`src/hw/rtl/pcomp_pkg.sv`:
```
// Shared types, constants and helpers for the pressure sensor compensation block.
// Used by every module under hw/rtl; depends on nothing.
package pcomp_pkg;

    localparam int PRE_STAGES  = 8;
    localparam int DIV_BITS    = 32;
    localparam int POST_STAGES = 3;
    localparam int LATENCY     = PRE_STAGES + DIV_BITS + POST_STAGES;

    localparam logic [1:0] REG_TEMP_TRIM    = 2'd0;
    localparam logic [1:0] REG_PRESS_TRIM_A = 2'd1;
    localparam logic [1:0] REG_PRESS_TRIM_B = 2'd2;
    localparam logic [1:0] REG_PRESS_TRIM_C = 2'd3;

    localparam logic [31:0] PRESS_OFFSET = 32'd64000;
    localparam logic [31:0] DIV_BIAS     = 32'd32768;
    localparam logic [31:0] FULL_SCALE   = 32'd1048576;
    localparam logic [31:0] PRESS_SCALE  = 32'd3125;
    localparam logic [31:0] SIGN_BIT     = 32'h8000_0000;

    typedef struct packed {
        logic [19:0] raw_temperature;
        logic [19:0] raw_pressure;
    } pcomp_in_t;

    typedef struct packed {
        logic signed [31:0] fine_temperature;
        logic [31:0]        pressure_pa;
        logic               divisor_zero;
    } pcomp_out_t;

    // Trim words, already extended to 32 bits.
    typedef struct packed {
        logic [31:0] t1, t2, t3;
        logic [31:0] p1, p2, p3, p4, p5, p6, p7, p8, p9;
    } pcomp_trim_t;

    // Values that ride along with an item through the divider.
    typedef struct packed {
        logic [31:0] fine;
        logic        zero;
        logic        dbl;
    } pcomp_side_t;

    function automatic logic [31:0] asr32(logic [31:0] x, int unsigned n);
        return 32'($signed(x) >>> n);
    endfunction

    function automatic logic [31:0] sext16(logic [15:0] x);
        return {{16{x[15]}}, x};
    endfunction

endpackage

```
`src/hw/rtl/pcomp_post.sv`:
```
// Back pipeline: second-order pressure correction and the result register.
// Depends on pcomp_pkg.
module pcomp_post
    import pcomp_pkg::*;
(
    input  logic        clk,
    input  logic        rst_n,
    input  logic        in_vld,
    input  logic [31:0] quotient,
    input  pcomp_side_t side,
    input  pcomp_trim_t trim,
    output logic        out_vld,
    output pcomp_out_t  result
);

    logic [POST_STAGES-1:0] vld_reg;
    logic [31:0] p1_reg, sqp1_reg, m8_1_reg, p2_reg, ma2_reg, bb2_reg;
    pcomp_side_t side1_reg, side2_reg;
    pcomp_out_t  result_reg;

    logic [31:0] p_next, p3s_next, corr_next;

    always_comb
    begin
        p_next    = side.dbl ? {quotient[30:0], 1'b0} : quotient;
        p3s_next  = {3'd0, p_next[31:3]};
        corr_next = asr32(asr32(ma2_reg, 12) + bb2_reg + trim.p7, 4);
    end

    always_ff @(posedge clk or negedge rst_n)
    begin
        if (!rst_n)
            vld_reg <= '0;
        else
            vld_reg <= {vld_reg[POST_STAGES-2:0], in_vld};
    end

    always_ff @(posedge clk)
    begin
        p1_reg    <= p_next;
        sqp1_reg  <= p3s_next * p3s_next;
        m8_1_reg  <= {2'd0, p_next[31:2]} * trim.p8;
        side1_reg <= side;

        p2_reg    <= p1_reg;
        ma2_reg   <= {13'd0, sqp1_reg[31:13]} * trim.p9;
        bb2_reg   <= asr32(m8_1_reg, 13);
        side2_reg <= side1_reg;

        result_reg.fine_temperature <= $signed(side2_reg.fine);
        result_reg.pressure_pa      <= side2_reg.zero ? 32'd0 : p2_reg + corr_next;
        result_reg.divisor_zero     <= side2_reg.zero;
    end

    assign out_vld = vld_reg[POST_STAGES-1];
    assign result  = result_reg;

endmodule

```
`config.mk`:
```
export PLATFORM = sky130hd
export DESIGN_NAME = pcomp_post
export DESIGN_NICKNAME = d
export VERILOG_FILES = /design/src/hw/rtl/pcomp_pkg.sv /design/src/hw/rtl/pcomp_post.sv
export SDC_FILE = /design/constraint.sdc
export NUM_CORES = 2
export LEC_CHECK = 0
export ABC_AREA = 1
export BUFFER_PORTS_ARGS = -buffer_cell sky130_fd_sc_hd__buf_2
export CAP_MARGIN = 30
export CORE_MARGIN = 2
export CORE_UTILIZATION = 65
export CTS_CLUSTER_DIAMETER = 120
export CTS_CLUSTER_SIZE = 12
export DETAILED_ROUTE_END_ITERATION = 16
export HOLD_SLACK_MARGIN = 0.15
export PLACE_DENSITY = 0.87
export SLEW_MARGIN = 10
export SYNTH_ARGS = -nofsm -noshare
export SYNTH_HDL_FRONTEND = slang
export SYNTH_SLANG_ARGS = --single-unit
```
`constraint.sdc`:
```
create_clock -name clk -period 8.7 [get_ports clk]
set_input_delay 2.61 -clock clk [delete_from_list [all_inputs] [get_ports clk]]
set_output_delay 2.61 -clock clk [all_outputs]
set_load 0.05 [all_outputs]
```
==> run_results.csv <==
group,metric,value,unit
min_path,holdCritStartpoint,"p1_reg[8]",
placement,place.gp.congestion,1.03,
clocking,clk_path_buf_depth,3,
clocking,clkLatencyLatePin,530,ps
placement,dpl.hpwl,137,mm
floorplanning,core_area,80200,µm²
floorplanning,die_w,288,µm
setup_path,worst_ep_arrival_time,9800,ps
layout,largest_reg_flops,65,
setup_path,cpMaxStageDelayCell,"fa_1",
setup_path,cp.required,9110,ps
floorplanning,die_area,82800,µm²
logic_synthesis,yosysWarnings,0,
sta,min_period_over_period,108,%
floorplanning,rows,104,
layout,layout_common_cells,"inv_1, nand2_1, fa_1, buf_4, nor2_1",
detailed_routing,drt_first_pass_iters,8,
logic_synthesis,synth.distinct_cells,51,
status,failed_checks,"negative setup slack",
layout,finalNetCount,9160,
logic_synthesis,syn_area,52300,µm²
clocking,clk_pin_slew_worst_paths,70,ps
logic_synthesis,syn_area_per_cell,8.13,µm²
clocking,cts_tree,"built",
sta,drv_slew,0,
logic_synthesis,synth-seq-area-share,10.6,%
layout,fin_util,79.1,%
setup_path,critPathKind,"in2reg",
sta,fmax,107,MHz
layout,drive_gt1_share,19.9,%
clocking,cts_sinks,275,
clocking,htreeDepth,1,
logic_synthesis,async_reset_ff_share,1.09,%
sta,fin_worst_skew,17.5,ps
logic_synthesis,ys_ff_latch,275,
detailed_routing,dr_total_vias,49500,
grt,grt_max_degree,32,
sta,slew_headroom,24.6,%
placement,io_buffers,230,
detailed_routing,wl_per_cell,22.7,µm
grt,grt_pass1_wl,263,mm
detailed_routing,drc_errors,0,
detailed_routing,routed_wirelength,188,mm
logic_synthesis,yosysTopAreaCell,"fa_1",
layout,multi_input_area,41700,µm²
min_path,hold_path.class,"reg2reg",
sta,finalHoldViolations,0,
logic_synthesis,ys.flop_type,"dfxtp_1",
min_path,whs_path_depth,0,
layout,nFillCells,4670,
job,max-cap-violations,0,
floorplanning,initial_utilization,65.3,%
logic_synthesis,synth_top_cell_area_share,42.8,%
sta,rsz0062_at_grt,"yes",
status,status,"complete, but fails checks",
logic_synthesis,synthCells,6433,
grt,overflow,0,
clocking,ctsHoldBuffers,0,
setup_path,worst_path_largest_cell_delay,750,ps
setup_path,rr_startpoint,"sqp1_reg[23]",
setup_path,critPathLaunch,"side[0]",
floorplanning,die_y,288,µm
sta,tightestPinTransition,1130,ps
layout,layout_commonest_cell,"inv_1",
setup_path,r2r_cells,26,
logic_synthesis,synth_edf_count,0,
detailed_routing,ant_nets,0,
logic_synthesis,synth_area_leaders,"fa_1, inv_1, dfxtp_1",
detailed_routing,dr.first_iter.drc_count,5484,
layout,regArea,5520,µm²
sta,fin_ws,-687,ps
setup_path,path_max_fanout,16,
floorplanning,boundaryPins,519,
sta,setup_viol,29,
layout,area_growth,21.2,%
setup_path,worstSetupStartpointType,"input port",
setup_path,end_kind,"flop",
clocking,clockRootBuffer,"clkbuf_16",
clocking,cts_buffers,26,
sta,period_minus_slack,9390,ps
grt,first_global_vias,51800,
detailed_routing,viasPerCell,5.97,
logic_synthesis,syn-num-nets,8390,
grt,grt_use_total,41.3,%
grt,antenna_found_initial,24,
==> critical path, delay by kind of cell <==
kind,cells,cell delay [ps]
fa+ha+maj,9,4410
compound gates,4,780
simple gates,6,550
buf+inv,12,1440
==> path summary, 6_finish.rpt <==
path	endpoint	slack, ps
worst max-delay path	sqp1_reg[29]	-690
worst min-delay path	p2_reg[8]	310
worst max register to register	ma2_reg[31]	1640
worst min register to register	p2_reg[8]	310
max in group asynchronous	vld_reg[1]	6720
min in group asynchronous	vld_reg[0]	1870
==> cell families (layout without fill, tap and decap cells) <==
logic type               after synthesis  after routing  synth area share, %
XOR/XNOR                             163            163                 2.73
AO/OA/AOI/OAI                        447            447                 4.94
other                                  0             20                    0
adder cells (fa/ha/maj)             1504           1504                 52.0
flip-flops                           275            275                 10.6
AND/OR/NAND/NOR                     2136           2136                 16.0
buffers and inverters               1908           2680                 13.8
==> area by class of cell <==
type,count,area share [%]
clock buffer,30,1.08
timing repair inverter,2,0.0355
multi-input combinational,4250,65.8
tap,1060,2.09
antenna,20,0.0790
timing repair buffer,960,12.1
inverter,1688,10.1
sequential,275,8.71
==> routing by layer <==
| metal | up-vias | part of all wire (%) | global-route usage [%] |
|---|---|---|---|
| met5 | - | 0.074 | 0 |
| li1 | 20200 | - | - |
| met4 | 16 | 11 | 31.2 |
| met3 | 1721 | 14 | 10.4 |
| met1 | 23400 | 30 | 45.9 |
| met2 | 4139 | 45 | 68.5 |
==> repair_timing <==
item                                    CTS  global route
pin swaps                                90           144
endpoints found under the setup margin   29            35
gates cloned                              5             2
hold endpoints to repair                  0             0
buffers inserted                         32            38
gates resized for setup                 214           299
==> through the flow <==
stage	setup WS, ps	setup TNS (ps)	hold WS [ps]	cells	area [µm²]
2_1_floorplan	-73.2	-215	310	6433	53200
3_3_place_gp	-752	-19840	310	8162	59900
3_5_place_dp	-956	-26150	312	8166	59900
4_1_cts	-50.8	-110	321	8229	61800
5_1_grt	-900	-12680	325	8268	63300
6_report	-687	-7500	313	8285	63400
==> synth_stat cells, types with 67 or more instances <==
cell type and count:
ha_1 386, clkbuf_1 153, o21ai_0 105, fa_1 1118, nand3_1 125, xor2_1 96, nor2_1 625, a21oi_1 216
nand2_1 1313, xnor2_1 67, dfxtp_1 272, inv_1 1675
Power is left out: the tool's default activity adds up to more than one toggle a clock period on the data nets, which glitch-free logic cannot reach.
